File: config.mk
export PLATFORM = sky130hd
export DESIGN_NAME = ordered_base64_id_codec
export DESIGN_NICKNAME = d
export VERILOG_FILES = /design/src/sv/obic_pkg.sv /design/src/sv/obic_cell.sv /design/src/sv/obic_chain.sv /design/src/sv/ordered_base64_id_codec.sv
export SDC_FILE = /design/constraint.sdc
export NUM_CORES = 1
export LEC_CHECK = 0
export ABC_AREA = 1
export BUFFER_PORTS_ARGS = -buffer_cell sky130_fd_sc_hd__buf_4
export CAP_MARGIN = 20
export CORE_MARGIN = 2
export CORE_UTILIZATION = 64
export CTS_BUF_LIST = sky130_fd_sc_hd__clkbuf_8
export DETAILED_ROUTE_END_ITERATION = 10
export PLACE_DENSITY = 0.89
export RECOVER_POWER = 50
export SLEW_MARGIN = 5
export SYNTH_ARGS = -nofsm -noshare
export SYNTH_HDL_FRONTEND = slang
export SYNTH_SLANG_ARGS = --single-unit
File: constraint.sdc
create_clock -name clk_i -period 15.8 [get_ports clk_i]
set_input_delay 1.58 -clock clk_i [delete_from_list [all_inputs] [get_ports clk_i]]
set_output_delay 1.58 -clock clk_i [all_outputs]
set_load 0.03 [all_outputs]
File: src/sv/obic_pkg.sv
// ----------------------------------------------------------------------------
// obic_pkg: shared types, constants and functions of the ordered base64 codec
//   Alphabet mapping, identifier geometry, status codes and controller states.
// ----------------------------------------------------------------------------
package obic_pkg;

  // Identifier geometry
  localparam int unsigned ID_BYTES = 24;
  localparam int unsigned TEXT_LEN = (ID_BYTES * 4 + 2) / 3;
  localparam int unsigned CC_W     = $clog2(TEXT_LEN + 2);
  localparam int unsigned BC_W     = $clog2(ID_BYTES + 1);

  // Result status codes
  typedef enum logic [1:0] {
    ST_OK   = 2'd0,
    ST_LEN  = 2'd1,
    ST_CHAR = 2'd2
  } status_e;

  // Controller states
  typedef enum logic [1:0] {
    S_IDLE  = 2'd0,
    S_ENC   = 2'd1,
    S_ERR   = 2'd2,
    S_DRAIN = 2'd3
  } state_e;

  // Control of the byte chain: shift every cell toward the head, load the tail
  typedef struct packed {
    logic       shift;
    logic [7:0] din;
  } chain_ctl_t;

  // Map a 6-bit value to its alphabet character
  function automatic logic [7:0] alpha_char(input logic [5:0] v);
    logic [7:0] v8;
    v8 = {2'b00, v};
    if (v8 == 8'd0) begin
      return 8'h2D;                      // '-'
    end else if (v8 <= 8'd10) begin
      return 8'h30 + (v8 - 8'd1);        // '0'..'9'
    end else if (v8 <= 8'd36) begin
      return 8'h41 + (v8 - 8'd11);       // 'A'..'Z'
    end else if (v8 == 8'd37) begin
      return 8'h5F;                      // '_'
    end else begin
      return 8'h61 + (v8 - 8'd38);       // 'a'..'z'
    end
  endfunction

  // Map a character to {invalid, value}
  function automatic logic [6:0] char_value(input logic [7:0] c);
    if (c == 8'h2D) begin
      return 7'd0;
    end else if (c inside {[8'h30:8'h39]}) begin
      return 7'(c - 8'h30 + 8'd1);
    end else if (c inside {[8'h41:8'h5A]}) begin
      return 7'(c - 8'h41 + 8'd11);
    end else if (c == 8'h5F) begin
      return 7'd37;
    end else if (c inside {[8'h61:8'h7A]}) begin
      return 7'(c - 8'h61 + 8'd38);
    end else begin
      return 7'h40;
    end
  endfunction

endpackage

File: src/sv/obic_cell.sv
// ----------------------------------------------------------------------------
// obic_cell: one byte cell of the decoded-byte chain
//   Holds one byte and takes its neighbor's byte when the chain shifts.
// ----------------------------------------------------------------------------
module obic_cell (
  input  logic       clk_i,
  input  logic       shift_i,
  input  logic [7:0] d_i,
  output logic [7:0] q_o
);

  logic [7:0] byte_q;

  // Take the neighbor's byte on a shift, hold otherwise
  always_ff @(posedge clk_i) begin
    if (shift_i) begin
      byte_q <= d_i;
    end
  end

  assign q_o = byte_q;

endmodule

File: src/sv/obic_chain.sv
// ----------------------------------------------------------------------------
// obic_chain: row of byte cells holding a decoded identifier
//   New bytes enter at the tail; the oldest byte sits at the head.
// ----------------------------------------------------------------------------
module obic_chain import obic_pkg::*; (
  input  logic       clk_i,
  input  chain_ctl_t ctl_i,
  output logic [7:0] head_o
);

  logic [7:0] cell_q [ID_BYTES];

  // Build the row; each cell reads its right-hand neighbor, the tail reads din
  for (genvar i = 0; i < ID_BYTES; i++) begin : g_cell
    logic [7:0] nbr;
    if (i == ID_BYTES - 1) begin : g_tail
      assign nbr = ctl_i.din;
    end else begin : g_body
      assign nbr = cell_q[i + 1];
    end
    obic_cell u_cell (
      .clk_i   (clk_i),
      .shift_i (ctl_i.shift),
      .d_i     (nbr),
      .q_o     (cell_q[i])
    );
  end

  assign head_o = cell_q[0];

endmodule

File: src/sv/ordered_base64_id_codec.sv
// ----------------------------------------------------------------------------
// ordered_base64_id_codec: sortable base64 identifier encoder/decoder
//   Converts a 24-byte identifier to and from 32 unpadded characters.
// ----------------------------------------------------------------------------
// Encode takes one byte per cycle; every third byte starts a burst of four
// characters that leave through the output register at one per cycle while
// the output is ready, during which no input is taken. Decode takes one
// character per cycle with no result until the last flag; the decoded bytes
// are built in a row of 24 byte cells as the characters arrive. The last
// character then yields either one error result or 24 bytes shifted out of
// the head of the cell row at one per cycle while the output is ready, during
// which no input is taken. Each result waits in a single output register, so
// input can be taken while it is held.
// ----------------------------------------------------------------------------
module ordered_base64_id_codec import obic_pkg::*; (
  input  logic       clk_i,
  input  logic       rst_ni,
  input  logic       in_valid_i,
  output logic       in_ready_o,
  input  logic       action_i,
  input  logic [7:0] in_data_i,
  input  logic       in_last_i,
  output logic       out_valid_o,
  input  logic       out_ready_i,
  output logic [7:0] out_data_o,
  output logic       out_last_o,
  output logic [1:0] status_o,
  output logic [5:0] error_offset_o
);

  // Controller and output register
  state_e      state_q, state_d;
  logic        out_valid_q, out_valid_d;
  logic [7:0]  out_data_q, out_data_d;
  logic        out_last_q, out_last_d;
  status_e     status_q, status_d;
  logic [5:0]  offs_q, offs_d;

  // Encode state
  logic [23:0]     enc_acc_q, enc_acc_d;
  logic [BC_W-1:0] enc_cnt_q, enc_cnt_d;
  logic [1:0]      enc_grp_q, enc_grp_d;
  logic [23:0]     emit_q, emit_d;
  logic [2:0]      emit_left_q, emit_left_d;
  logic            emit_final_q, emit_final_d;

  // Decode state
  logic [CC_W-1:0] cc_q, cc_d;
  logic            bad_q, bad_d;
  logic [5:0]      bad_off_q, bad_off_d;
  logic [7:0]      res_q, res_d;
  logic [2:0]      nb_q, nb_d;
  status_e         err_status_q, err_status_d;
  logic [5:0]      err_off_q, err_off_d;
  logic [BC_W-1:0] drain_cnt_q, drain_cnt_d;

  // Combinational helpers
  logic            accept;
  logic            slot_free;
  chain_ctl_t      chain_ctl;
  logic [7:0]      chain_head;
  logic [6:0]      dv;
  logic [5:0]      v6;
  logic            in_range;
  logic [13:0]     comb_bits;
  logic [3:0]      total;
  logic [3:0]      sh;
  logic [CC_W-1:0] cc_inc;
  logic            bad_n;
  logic [5:0]      off_n;
  logic [23:0]     acc_n;
  logic [BC_W-1:0] cnt_n;
  logic [1:0]      grp_n;
  logic            fin;

  assign in_ready_o = (state_q == S_IDLE);
  assign accept     = in_valid_i && in_ready_o;
  assign slot_free  = !out_valid_q || out_ready_i;

  obic_chain u_chain (
    .clk_i  (clk_i),
    .ctl_i  (chain_ctl),
    .head_o (chain_head)
  );

  // Next state, datapath and output register load
  always_comb begin
    state_d      = state_q;
    out_valid_d  = out_valid_q && !out_ready_i;
    out_data_d   = out_data_q;
    out_last_d   = out_last_q;
    status_d     = status_q;
    offs_d       = offs_q;
    enc_acc_d    = enc_acc_q;
    enc_cnt_d    = enc_cnt_q;
    enc_grp_d    = enc_grp_q;
    emit_d       = emit_q;
    emit_left_d  = emit_left_q;
    emit_final_d = emit_final_q;
    cc_d         = cc_q;
    bad_d        = bad_q;
    bad_off_d    = bad_off_q;
    res_d        = res_q;
    nb_d         = nb_q;
    err_status_d = err_status_q;
    err_off_d    = err_off_q;
    drain_cnt_d  = drain_cnt_q;
    chain_ctl    = '{shift: 1'b0, din: 8'h00};

    // Decode datapath: append six bits, split off a byte when eight are held
    dv        = char_value(in_data_i);
    v6        = dv[6] ? 6'd0 : dv[5:0];
    in_range  = (cc_q < CC_W'(TEXT_LEN));
    comb_bits = {res_q, v6};
    total     = {1'b0, nb_q} + 4'd6;
    sh        = total - 4'd8;
    cc_inc    = (cc_q < CC_W'(TEXT_LEN + 1)) ? cc_q + CC_W'(1) : cc_q;
    bad_n     = bad_q || (in_range && dv[6]);
    off_n     = (!bad_q && in_range && dv[6]) ? 6'(cc_q) : bad_off_q;

    // Encode datapath
    acc_n = {enc_acc_q[15:0], in_data_i};
    cnt_n = enc_cnt_q + BC_W'(1);
    fin   = (cnt_n >= BC_W'(ID_BYTES));
    grp_n = enc_grp_q + 2'd1;

    case (state_q)
      S_IDLE: begin
        if (accept && !action_i) begin
          // Collect a byte; start a character burst on a full or final group
          if (grp_n == 2'd3 || fin) begin
            case (grp_n)
              2'd1:    emit_d = {acc_n[7:0], 16'h0000};
              2'd2:    emit_d = {acc_n[15:0], 8'h00};
              default: emit_d = acc_n;
            endcase
            emit_left_d  = {1'b0, grp_n} + 3'd1;
            emit_final_d = fin;
            enc_acc_d    = 24'h000000;
            enc_grp_d    = 2'd0;
            enc_cnt_d    = fin ? '0 : cnt_n;
            state_d      = S_ENC;
          end else begin
            enc_acc_d = acc_n;
            enc_grp_d = grp_n;
            enc_cnt_d = cnt_n;
          end
        end else if (accept) begin
          // Fold a character into the residue; push completed bytes
          if (in_range) begin
            if (total >= 4'd8) begin
              chain_ctl.shift = 1'b1;
              chain_ctl.din   = 8'(comb_bits >> sh);
              res_d           = 8'(comb_bits & ((14'd1 << sh) - 14'd1));
              nb_d            = 3'(sh);
            end else begin
              res_d = comb_bits[7:0];
              nb_d  = 3'd6;
            end
          end
          cc_d      = cc_inc;
          bad_d     = bad_n;
          bad_off_d = off_n;
          if (in_last_i) begin
            cc_d      = '0;
            bad_d     = 1'b0;
            bad_off_d = 6'd0;
            res_d     = 8'h00;
            nb_d      = 3'd0;
            if (cc_inc != CC_W'(TEXT_LEN)) begin
              err_status_d = ST_LEN;
              err_off_d    = (cc_inc > CC_W'(TEXT_LEN)) ? 6'(TEXT_LEN) : 6'(cc_inc);
              state_d      = S_ERR;
            end else if (bad_n) begin
              err_status_d = ST_CHAR;
              err_off_d    = off_n;
              state_d      = S_ERR;
            end else begin
              drain_cnt_d = '0;
              state_d     = S_DRAIN;
            end
          end
        end
      end

      S_ENC: begin
        // Emit one character per free output slot
        if (slot_free) begin
          out_valid_d = 1'b1;
          out_data_d  = alpha_char(emit_q[23:18]);
          out_last_d  = emit_final_q && (emit_left_q == 3'd1);
          status_d    = ST_OK;
          offs_d      = 6'd0;
          emit_d      = {emit_q[17:0], 6'd0};
          emit_left_d = emit_left_q - 3'd1;
          if (emit_left_q == 3'd1) begin
            state_d = S_IDLE;
          end
        end
      end

      S_ERR: begin
        // Emit the single error result
        if (slot_free) begin
          out_valid_d = 1'b1;
          out_data_d  = 8'h00;
          out_last_d  = 1'b1;
          status_d    = err_status_q;
          offs_d      = err_off_q;
          state_d     = S_IDLE;
        end
      end

      S_DRAIN: begin
        // Shift the decoded bytes out of the chain head
        if (slot_free) begin
          out_valid_d     = 1'b1;
          out_data_d      = chain_head;
          out_last_d      = (drain_cnt_q == BC_W'(ID_BYTES - 1));
          status_d        = ST_OK;
          offs_d          = 6'd0;
          chain_ctl.shift = 1'b1;
          drain_cnt_d     = drain_cnt_q + BC_W'(1);
          if (drain_cnt_q == BC_W'(ID_BYTES - 1)) begin
            state_d = S_IDLE;
          end
        end
      end

      default: begin
        state_d = S_IDLE;
      end
    endcase
  end

  // State registers
  always_ff @(posedge clk_i or negedge rst_ni) begin
    if (!rst_ni) begin
      state_q      <= S_IDLE;
      out_valid_q  <= 1'b0;
      enc_acc_q    <= 24'h000000;
      enc_cnt_q    <= '0;
      enc_grp_q    <= 2'd0;
      emit_left_q  <= 3'd0;
      emit_final_q <= 1'b0;
      cc_q         <= '0;
      bad_q        <= 1'b0;
      bad_off_q    <= 6'd0;
      res_q        <= 8'h00;
      nb_q         <= 3'd0;
      drain_cnt_q  <= '0;
    end else begin
      state_q      <= state_d;
      out_valid_q  <= out_valid_d;
      enc_acc_q    <= enc_acc_d;
      enc_cnt_q    <= enc_cnt_d;
      enc_grp_q    <= enc_grp_d;
      emit_left_q  <= emit_left_d;
      emit_final_q <= emit_final_d;
      cc_q         <= cc_d;
      bad_q        <= bad_d;
      bad_off_q    <= bad_off_d;
      res_q        <= res_d;
      nb_q         <= nb_d;
      drain_cnt_q  <= drain_cnt_d;
    end
  end

  // Payload registers
  always_ff @(posedge clk_i) begin
    out_data_q   <= out_data_d;
    out_last_q   <= out_last_d;
    status_q     <= status_d;
    offs_q       <= offs_d;
    emit_q       <= emit_d;
    err_status_q <= err_status_d;
    err_off_q    <= err_off_d;
  end

  assign out_valid_o    = out_valid_q;
  assign out_data_o     = out_data_q;
  assign out_last_o     = out_last_q;
  assign status_o       = status_q;
  assign error_offset_o = offs_q;

  // An error result is a lone, zero-data, final transaction with a sane offset
  a_err_shape: assert property (@(posedge clk_i) disable iff (!rst_ni)
    out_valid_o && (status_o != ST_OK) |->
      out_last_o && (out_data_o == 8'h00) && (error_offset_o <= 6'(TEXT_LEN)))
    else $error("malformed error result");

  // A good result carries no offset
  a_ok_offset: assert property (@(posedge clk_i) disable iff (!rst_ni)
    out_valid_o && (status_o == ST_OK) |-> (error_offset_o == 6'd0))
    else $error("offset on a good result");

  // The character count saturates one past the text length
  a_cc_sat: assert property (@(posedge clk_i) disable iff (!rst_ni)
    cc_q <= CC_W'(TEXT_LEN + 1))
    else $error("character count overran");

  // A character burst always has one to four characters pending
  a_emit_left: assert property (@(posedge clk_i) disable iff (!rst_ni)
    (state_q == S_ENC) |-> (emit_left_q != 3'd0) && (emit_left_q <= 3'd4))
    else $error("bad burst length");

  // A drain ends only after the last byte has been loaded with the last flag
  a_drain_end: assert property (@(posedge clk_i) disable iff (!rst_ni)
    (state_q == S_DRAIN) && (state_d == S_IDLE) |=> out_valid_o && out_last_o)
    else $error("drain ended without a final byte");

endmodule

==> summary.md, run 1 <==
| Metric | Value |
|---|---|
| Status | finished, violations left |
| Failing checks | capacitance limit, slew limit |
| Post-synth EDFFs | 241 |
| Die Y | 143 um |
| Setup TNS | 0 ns |
| # nets final | 1,118 |
| Synth Area in XOR/XNOR | 1.76% |
| WP data required | 16.03 ns |
| Post-Syn Nets | 1,055 |
| Final Wtd Congestion | 0.881 |
| CP Cell Sequence | clkbuf_1 > nand2_1 > nor2_1 > nor2_1 > inv_1 > nor2_1 > inv_2 > nor3_1 > inv_1 > a21oi_4 > buf_4 > buf_16 > buf_4 > buf_16 |
| Diode count | 0 |
| Post-CTS resize count | 0 |
| Clock skew | 0.0251 ns |
| Die area | 20,500 um^2 |
| Relative slew margins | -115% |
| Iter 0 DRT Violations | 742 |
| Most frequent cells in the layout | edfxtp_1 (241), nand2_1 (189), inv_1 (114), o21ai_0 (73), nor2_1 (73) |
| Crit path arrival time | 4.96 ns |
| CP Buf/Inv Count | 8 |
| Die Span X | 143 um |
| Clock tree buffer depth | 3 |
| Post-synthesis simple-gate area fraction | 11.8% |
| Setup bufs post-CTS | 0 |
| Crit-path max FO | 75 |
| Worst path most repeated cell | nor2_1 |
| Crit Path Class | input port to flip-flop |
| Multiplexer area fraction after synthesis | 0% |
| Gr usage total | 23.1% |
| Remaining DRCs | 0 |
| Synth Area in Compound Gates | 8.53% |
| Final core occ | 73.7% |
| Max cap viols | 1 |
| Final Hold Vio Count | 0 |
| Overflow after GRT | 0 |
| Rows | 50 |
| Clock input transition at the sequential cells of the worst setup and hold paths | 0.06 ns |
| TritonCTS Buffers | 46 |
| Area grow syn2layout | 11.9% |
| First-pass GRT wire length | 36.8 mm |
| Worst stage delay on the critical path | 0.59 ns |
| Leakage | 5.46 nW |
| Max-slew violations | 59 |
| Netlist cell types | 48 |
| Buffers on Ports | 32 |
| Crit. End Element | flip-flop |
| Adder-cell area share of the yosys netlist | 3.63% |
| CP Launch Type | input port |
| IO Count | 33 |
| H-Tree Depth | 2 |
| Synth Cell Area | 12,400 um^2 |
| CP max-delay cell | nor2_1 |
| CTS root buffer | clkbuf_8 |
| First drt pass iteration count | 7 |
| CP delay by family, top | buffers and inverters |
| P per Cell Area | 202 nW/um^2 |
| Total number of yosys warnings | 0 |
| Core footprint | 18,800 um^2 |
| Number of global-route vias before repair | 7,327 |
| Via Count | 7,643 |
| RSZ-0062 raised after global routing | no |
| Register bit total from synthesis | 299 |
| Largest net degree at the start of global routing | 100 |
| Effective utilization at floorplan | 65.8% |
| Total power | 2.80 mW |
| FMAX | 211 MHz |
| Post-synthesis cell count | 1,005 |
| Asr flop ratio synth | 19.4% |
| TritonCTS clock tree | done |
| Main flop type after synthesis | edfxtp_1 |
| Post-detail-place hpwl | 14.6 mm |
| Fin crit share | 30.0% |
| Initial antenna violation count | 0 |
| Seq/Total Area, Yosys | 70.1% |
| Final min period | 4.74 ns |
| CTS Sinks | 299 |
| Peak VDD IR | 0.117 mV |
| Avg Cell Area, Syn | 12.3 um^2 |
| Non-Filler Instances | 1,366 |
| Placed cells | 1,277 |
| Layout cells sized above 1 | 12.3% |
| Worst-Skew Late Latency | 0.57 ns |
| Most common cell after layout, fill and taps aside | edfxtp_1 |
| WL final | 23.0 mm |
| Largest family of logic cells by synthesized area | simple AND/OR/NAND/NOR gates |
| Routed wire per std cell | 16.8 um |
| Routed vias/inst | 5.60 |
| Worst min path class | flip-flop to flip-flop |
| Final setup viols | 0 |
| Slew @ Worst Pin | 3.23 ns |
| Number of nets still failing antenna checks after routing | 0 |
| Hold_buf cts | 0 |
[flip-flops by register name, summed over array words and instances (netlist names)]
| signal | cells |
|---|---|
| res_q | 8 |
| drain_cnt_q | 5 |
| emit_final_q | 1 |
| status_o | 2 |
| out_data_o | 8 |
| bad_q | 1 |
| enc_acc_q | 16 |
| state_q | 2 |
| emit_q | 24 |
| emit_left_q | 3 |
| enc_grp_q | 2 |
| u_chain.g_cell.u_cell.q_o | 192 |
| enc_cnt_q | 5 |
| err_status_q | 2 |
| bad_off_q | 6 |
| cc_q | 6 |
| err_off_q | 6 |
| out_last_o | 1 |
| error_offset_o | 6 |
| out_valid_o | 1 |
| nb_q | 2 |
[cell type report]
| cell class | count | area, um^2 |
|---|---|---|
| tap | 260 | 325 |
| sequential | 299 | 8690 |
| clock buffer | 47 | 647 |
| timing repair buffer | 40 | 325 |
| multi-input combinational | 572 | 3180 |
| clock inverter | 39 | 297 |
| fill | 1123 | 4950 |
| inverter | 109 | 412 |
[worst reg2reg max path, cell delays in order (launching register included)]
cell and delay (ns):
dfrtp_1 0.41, inv_1 0.17, ha_1 0.34, inv_1 0.13, nor2_1 0.19, inv_1 0.06, nor2_1 0.59, inv_2 0.25
nor3_1 0.27, inv_1 0.20, a21oi_4 0.15, buf_4 0.33, buf_16 0.35, buf_4 0.40, buf_16 0.35
[synth_stat cells (2+ instances only)]
| master | n | area (um^2) |
|---|---|---|
| edfxtp_1 | 241 | 7240 |
| nand2_1 | 189 | 709 |
| inv_1 | 100 | 375 |
| nor2_1 | 72 | 270 |
| o21ai_0 | 70 | 350 |
| dfrtp_1 | 58 | 1450 |
| nand3_1 | 37 | 185 |
| ha_1 | 36 | 450 |
| a21oi_1 | 29 | 145 |
| o22ai_1 | 29 | 181 |
| clkbuf_1 | 20 | 75.1 |
| xor2_1 | 18 | 158 |
| nor3_1 | 11 | 55.1 |
| a22oi_1 | 9 | 67.6 |
| o21ai_1 | 9 | 45.0 |
| a221oi_1 | 8 | 70.1 |
| inv_2 | 7 | 26.3 |
| nand3_2 | 5 | 50.1 |
| o21ai_2 | 5 | 43.8 |
| xnor2_1 | 5 | 43.8 |
| nand4_1 | 4 | 25.0 |
| nor2_4 | 4 | 45.0 |
| o31ai_1 | 3 | 22.5 |
| a211oi_1 | 2 | 15.0 |
| a21oi_2 | 2 | 17.5 |
| a31oi_1 | 2 | 12.5 |
| buf_2 | 2 | 10.0 |
| buf_4 | 2 | 15.0 |
| nand2_2 | 2 | 12.5 |
| nand2_4 | 2 | 22.5 |
| nand3_4 | 2 | 35.0 |
| o211ai_1 | 2 | 15.0 |
| o21bai_1 | 2 | 15.0 |
| or2_2 | 2 | 12.5 |
[per-stage QoR]
step	cell area, um^2	setup WS [ns]	hold slack [ns]
floorplan	12400	3.23	0.400
global placement	12900	10.47	0.400
detailed placement	12900	10.28	0.405
CTS	13800	10.92	0.400
global route	13900	10.72	0.412
finish	13900	11.06	0.396
[routing by layer]
| layer | vias to the layer above | routed length [um] | GRT usage, % |
|---|---|---|---|
| met1 | 3640 | 9830 | 32.9 |
| met3 | 44 | 1710 | 4.73 |
| met5 | - | 0 | 0 |
| li1 | 3642 | - | - |
| met2 | 317 | 11000 | 36.6 |
| met4 | 0 | 452 | 6.98 |
[final timing paths]
kind / start / to / slack (ns) / cells past startpoint
worst max-delay path: in_valid_i / u_chain.g_cell[0].u_cell.q_o[7] / 11.06 / 14
worst min-delay path: u_chain.g_cell[18].u_cell.q_o[1] / u_chain.g_cell[17].u_cell.q_o[1] / 0.40 / 0
worst max register to register: state_q[0] / u_chain.g_cell[0].u_cell.q_o[7] / 11.25 / 14
worst min register to register: u_chain.g_cell[18].u_cell.q_o[1] / u_chain.g_cell[17].u_cell.q_o[1] / 0.40 / 0
max in group asynchronous: rst_ni / drain_cnt_q[3] / 11.89 / 1
min in group asynchronous: rst_ni / res_q[2] / 2.09 / 1
[cells by family (layout without fill, tap and decap cells)]
family                     count (synthesis)  after routing
xor gates and xnor gates                  24             24
DFF                                      299            299
adders and majority gates                 36             36
buffers and inverters                    134            235
and+or+nand+nor                          335            335
AOI/OAI and AO/OA                        177            177
[power by group]
part / switching, mW / total (mW) / internal, mW
logic: 0.609 / 0.877 / 0.268
clock network: 0.297 / 0.646 / 0.349
registers: 0.110 / 1.28 / 1.17
total: 1.02 / 2.80 / 1.78
Power figures use the tool's default switching activity.
==> run 2, diff against run 1 <==
--- a/config.mk
+++ b/config.mk
@@ -5,14 +5,14 @@
 export SDC_FILE = /design/constraint.sdc
 export NUM_CORES = 1
 export LEC_CHECK = 0
-export ABC_AREA = 1
+export ABC_AREA = 0
 export BUFFER_PORTS_ARGS = -buffer_cell sky130_fd_sc_hd__buf_4
 export CAP_MARGIN = 20
 export CORE_MARGIN = 2
-export CORE_UTILIZATION = 64
+export CORE_UTILIZATION = 58
 export CTS_BUF_LIST = sky130_fd_sc_hd__clkbuf_8
 export DETAILED_ROUTE_END_ITERATION = 10
-export PLACE_DENSITY = 0.89
+export PLACE_DENSITY = 0.86
 export RECOVER_POWER = 50
 export SLEW_MARGIN = 5
 export SYNTH_ARGS = -nofsm -noshare
==> constraint.sdc (replaced) <==
create_clock -name clk_i -period 4.25 [get_ports clk_i]
set_input_delay 0.425 -clock clk_i [delete_from_list [all_inputs] [get_ports clk_i]]
set_output_delay 0.425 -clock clk_i [all_outputs]
set_load 0.03 [all_outputs]
==> run 2 against run 1 <==
The flow now finishes without violations. Sequential share of layout area shrank 0.18 points. Hold slack worse by 0.21 ns. Register-to-register slack got worse by 11 ns. Area after synthesis rose by 0.55%.
==> summary.md, run 2 <==
| Metric | Value |
|---|---|
| Status | finished, final reports clean |
| Die area | 22,700 um^2 (+11%) |
| Register bit total from synthesis | 299 (unchanged) |
| CP Cell Sequence | inv_1 > ha_1 > nand2_1 > or2_0 > or2_2 > nor2_1 > buf_4 > nor4b_1 > mux2i_1 |
| Effective utilization at floorplan | 59.1% (-6.7 points) |
| CTS Sinks | 299 (unchanged) |
| Seq/Total Area, Yosys | 69.7% (-0.39 points) |
| Netlist cell types | 71 (+48%) |
| Core footprint | 21,100 um^2 (+12%) |
| Final Hold Vio Count | 0 (unchanged) |
| Final Wtd Congestion | 0.913 (+3.7%) |
| Top cells by count, synth | edfxtp_1 (241), nand2_1 (65), dfrtp_1 (58) |
| CP Launch Type | flip-flop |
| Post-layout instance area | 13,900 um^2 (+0.29%) |
| TritonCTS clock tree | done |
| WP data required | 4.73 ns (-11.30 ns) |
| Hold path depth | 2 (+2) |
| Via Count | 7,530 (-1.5%) |
| Iter 0 DRT Violations | 676 (-8.9%) |
| Top-count cell post-synth | edfxtp_1 |
| Max cap viols | 0 (-1) |
| Most common cell after layout, fill and taps aside | edfxtp_1 |
| WL final | 23.0 mm (about the same) |
| Crit. End Element | flip-flop |
| Peak VDD IR | 0.345 mV (+200%) |
| Gr usage total | 21.1% (-2.0 points) |
| Total power | 9.12 mW (+230%) |
| Setup bufs post-CTS | 0 (unchanged) |
| First drt pass iteration count | 5 (-2) |
| Crit path arrival time | 3.98 ns (-0.98 ns) |
| Clock power frac | 26.4% (+3.3 points) |
| Yosys top cell area share | 58.0% (-0.32 points) |
| Buffers on Ports | 32 (unchanged) |
| Placed Instance Area | 13,000 um^2 (+1.1%) |
| Seq pwr share | 48.9% (+3.3 points) |
| CP max-delay cell | or2_0 |
| Die Y | 151 um (+5.2%) |
| Relative slew margins | 0.766% (+120 points) |
| Post-CTS resize count | 0 (unchanged) |
| Rows | 53 (+6.0%) |
| P per Cell Area | 656 nW/um^2 (+230%) |
| Dominant cell type by area after synthesis | edfxtp_1 |
| Main flop type after synthesis | edfxtp_1 |
| Remaining DRCs | 0 (unchanged) |
| Number of flip-flops in the largest register | 192 (unchanged) |
| R2R setup slack | 0.75 ns (-10.50 ns) |
| First-pass GRT wire length | 37.6 mm (+2.2%) |
| RR Endpoint | state_q[1] |
| Post-Syn Nets | 947 (-10%) |
| Clock tree buffer depth | 3 (unchanged) |
| Final min period | 3.50 ns |
| Leakage | 5.08 nW (-7.0%) |
| H-Tree Depth | 2 (unchanged) |
| CTS root buffer | clkbuf_8 |
| Synth area leaders | edfxtp_1 (58%), dfrtp_1 (12%), ha_1 (3.6%) |
| Number of nets still failing antenna checks after routing | 0 (unchanged) |
| Post-synthesis cell count | 897 (-11%) |
| Internal Pwr Total | 6.13 mW (+240%) |
| Area grow syn2layout | 11.6% |
| FMAX | 285 MHz |
| TritonCTS Buffers | 47 (+2.2%) |
| Avg Cell Area, Syn | 13.9 um^2 (+13%) |
| Number of global-route vias before repair | 7,355 (+0.38%) |
| Fin crit share | 82.4% |
| Crit-path max FO | 24 (-68%) |
| Net switching power | 3.00 mW (+200%) |
| Hold_buf cts | 1 (+1) |
| Combinational share of power | 24.7% (-6.6 points) |
| Initial antenna violation count | 0 (unchanged) |
| Die Span X | 151 um (+5.2%) |
| Worst slack, placed | 1.14 ns (-9.14 ns) |
| Crit Path Class | flip-flop to flip-flop |
| # nets final | 999 (-11%) |
| Routed vias/inst | 5.96 (+6.6%) |
| Clock input transition at the sequential cells of the worst setup and hold paths | 0.06 ns (about the same) |
| Slew @ Worst Pin | 1.49 ns (-1.74 ns) |
| Cells on worst reg2reg path | 9 (-5) |
| Synth Cell Area | 12,500 um^2 (+0.55%) |
| Max-slew violations | 0 (-100%) |
| Final setup viols | 0 (unchanged) |
| Worst min path class | input port to flip-flop |
| Most frequent cells in the layout | edfxtp_1 (241), nand2_1 (65), dfrtp_1 (58), clkbuf_8 (51), nor2_1 (49) |
| RSZ-0062 raised after global routing | no |
| IO Count | 33 (unchanged) |
| Diode count | 0 (unchanged) |
| Hold-critical path endpoint | enc_acc_q[6] |
| Final core occ | 66.0% (-7.7 points) |
| Final WS setup | 0.747 ns (-10.32 ns) |
| Worst hold start | in_data_i[6] |
| Post-synth EDFFs | 241 (unchanged) |
| Post-detail-place hpwl | 14.6 mm (+0.15%) |
| Worst-Skew Late Latency | 0.57 ns (about the same) |
| Worst stage delay on the critical path | 1.10 ns (+0.51 ns) |
| Switching Share | 32.9% (-3.4 points) |
| Largest net degree at the start of global routing | 71 (-29%) |
| Worst r2r src | state_q[1] |
| Overflow after GRT | 0 (unchanged) |
| Layout cells sized above 1 | 11.2% (-1.1 points) |
| Total number of yosys warnings | 0 (unchanged) |
| Worst Setup SP | state_q[1] |
| Clock skew | 0.0182 ns (-0.00695 ns) |
| Routed wire per std cell | 18.2 um (+8.1%) |
| Min Hold Slack | 0.185 ns (-0.211 ns) |
| Asr flop ratio synth | 19.4% (unchanged) |
## run 2: cell count changes after synthesis, sizes merged, moves of 10 or more
cell | previous run | this run
a211oi | 2 | 16
and2 | 0 | 18
xor2 | 19 | 2
o21ai | 85 | 50
mux2i | 0 | 10
a22o | 1 | 38
nor2 | 76 | 49
o22ai | 29 | 7
clkbuf | 20 | 33
nand3 | 44 | 22
inv | 108 | 37
a21oi | 31 | 50
nand2 | 193 | 65
## run 2: power by group through the flow
stage          registers, mW  clock network (mW)  logic (mW)
3_3_place_gp            4.47                   0        2.23
4_1_cts                 4.47                2.45        2.33
5_1_grt                 4.53                2.59        2.49
3_5_place_dp            4.51                   0        2.32
2_1_floorplan           4.54                   0        1.60
6_report                4.47                2.41        2.25
## run 2: per-layer routing
metal | global-route usage, % | wire, um | vias to the layer above
met5 | 0 | 0 | -
met2 | 34.8 | 11300 | 282
met3 | 4.61 | 1460 | 59
met4 | 6.54 | 607 | 0
met1 | 28.3 | 9570 | 3652
li1 | - | - | 3537
## run 2: cells by family (layout without fill, tap and decap cells)
kind of cell | count (synthesis) | in the layout | share of synthesized area, %
flops | 299 | 299 | 69.7
compound gates | 239 | 239 | 13.3
simple gates | 217 | 217 | 8.85
buf+inv | 82 | 173 | 2.53
fa+ha+maj | 36 | 36 | 3.61
mux | 14 | 14 | 1.34
xor+xnor | 10 | 10 | 0.703
## run 2: layout make-up
class / instances / area [um^2]
Sequential cell: 299 / 8690
Fill cell: 1492 / 7170
Multi-Input combinational cell: 516 / 3490
Clock buffer: 51 / 702
Tap cell: 275 / 344
Timing Repair Buffer: 47 / 303
Clock inverter: 37 / 250
Inverter: 38 / 144
## run 2: worst max-delay path: cells and delay by family, from the launching register on
family                   cells  cell delay, ns
adder cells (fa/ha/maj)      1            0.28
buffers and inverters        2            0.34
flip-flops                   1            0.39
multiplexers                 1            0.25
AND/OR/NAND/NOR              5            2.15
## run 2: worst max-delay path by stage
stage	end	slack, ns	cells past startpoint
after floorplan	u_chain.g_cell[0].u_cell.q_o[0]	-0.54	6
final	state_q[1]	0.75	9
after global routing	state_q[0]	0.53	9
after global placement	err_off_q[4]	1.29	9
after CTS	err_status_q[0]	1.17	8
after detailed placement	err_off_q[4]	1.14	9
## run 2: stage by stage
| step | instances | setup TNS (ns) |
|---|---|---|
| finish | 1263 | 0 |
| global route | 1263 | 0 |
| CTS | 1262 | 0 |
| detailed placement | 1173 | 0 |
| global placement | 1173 | 0 |
| floorplan | 897 | -102.92 |
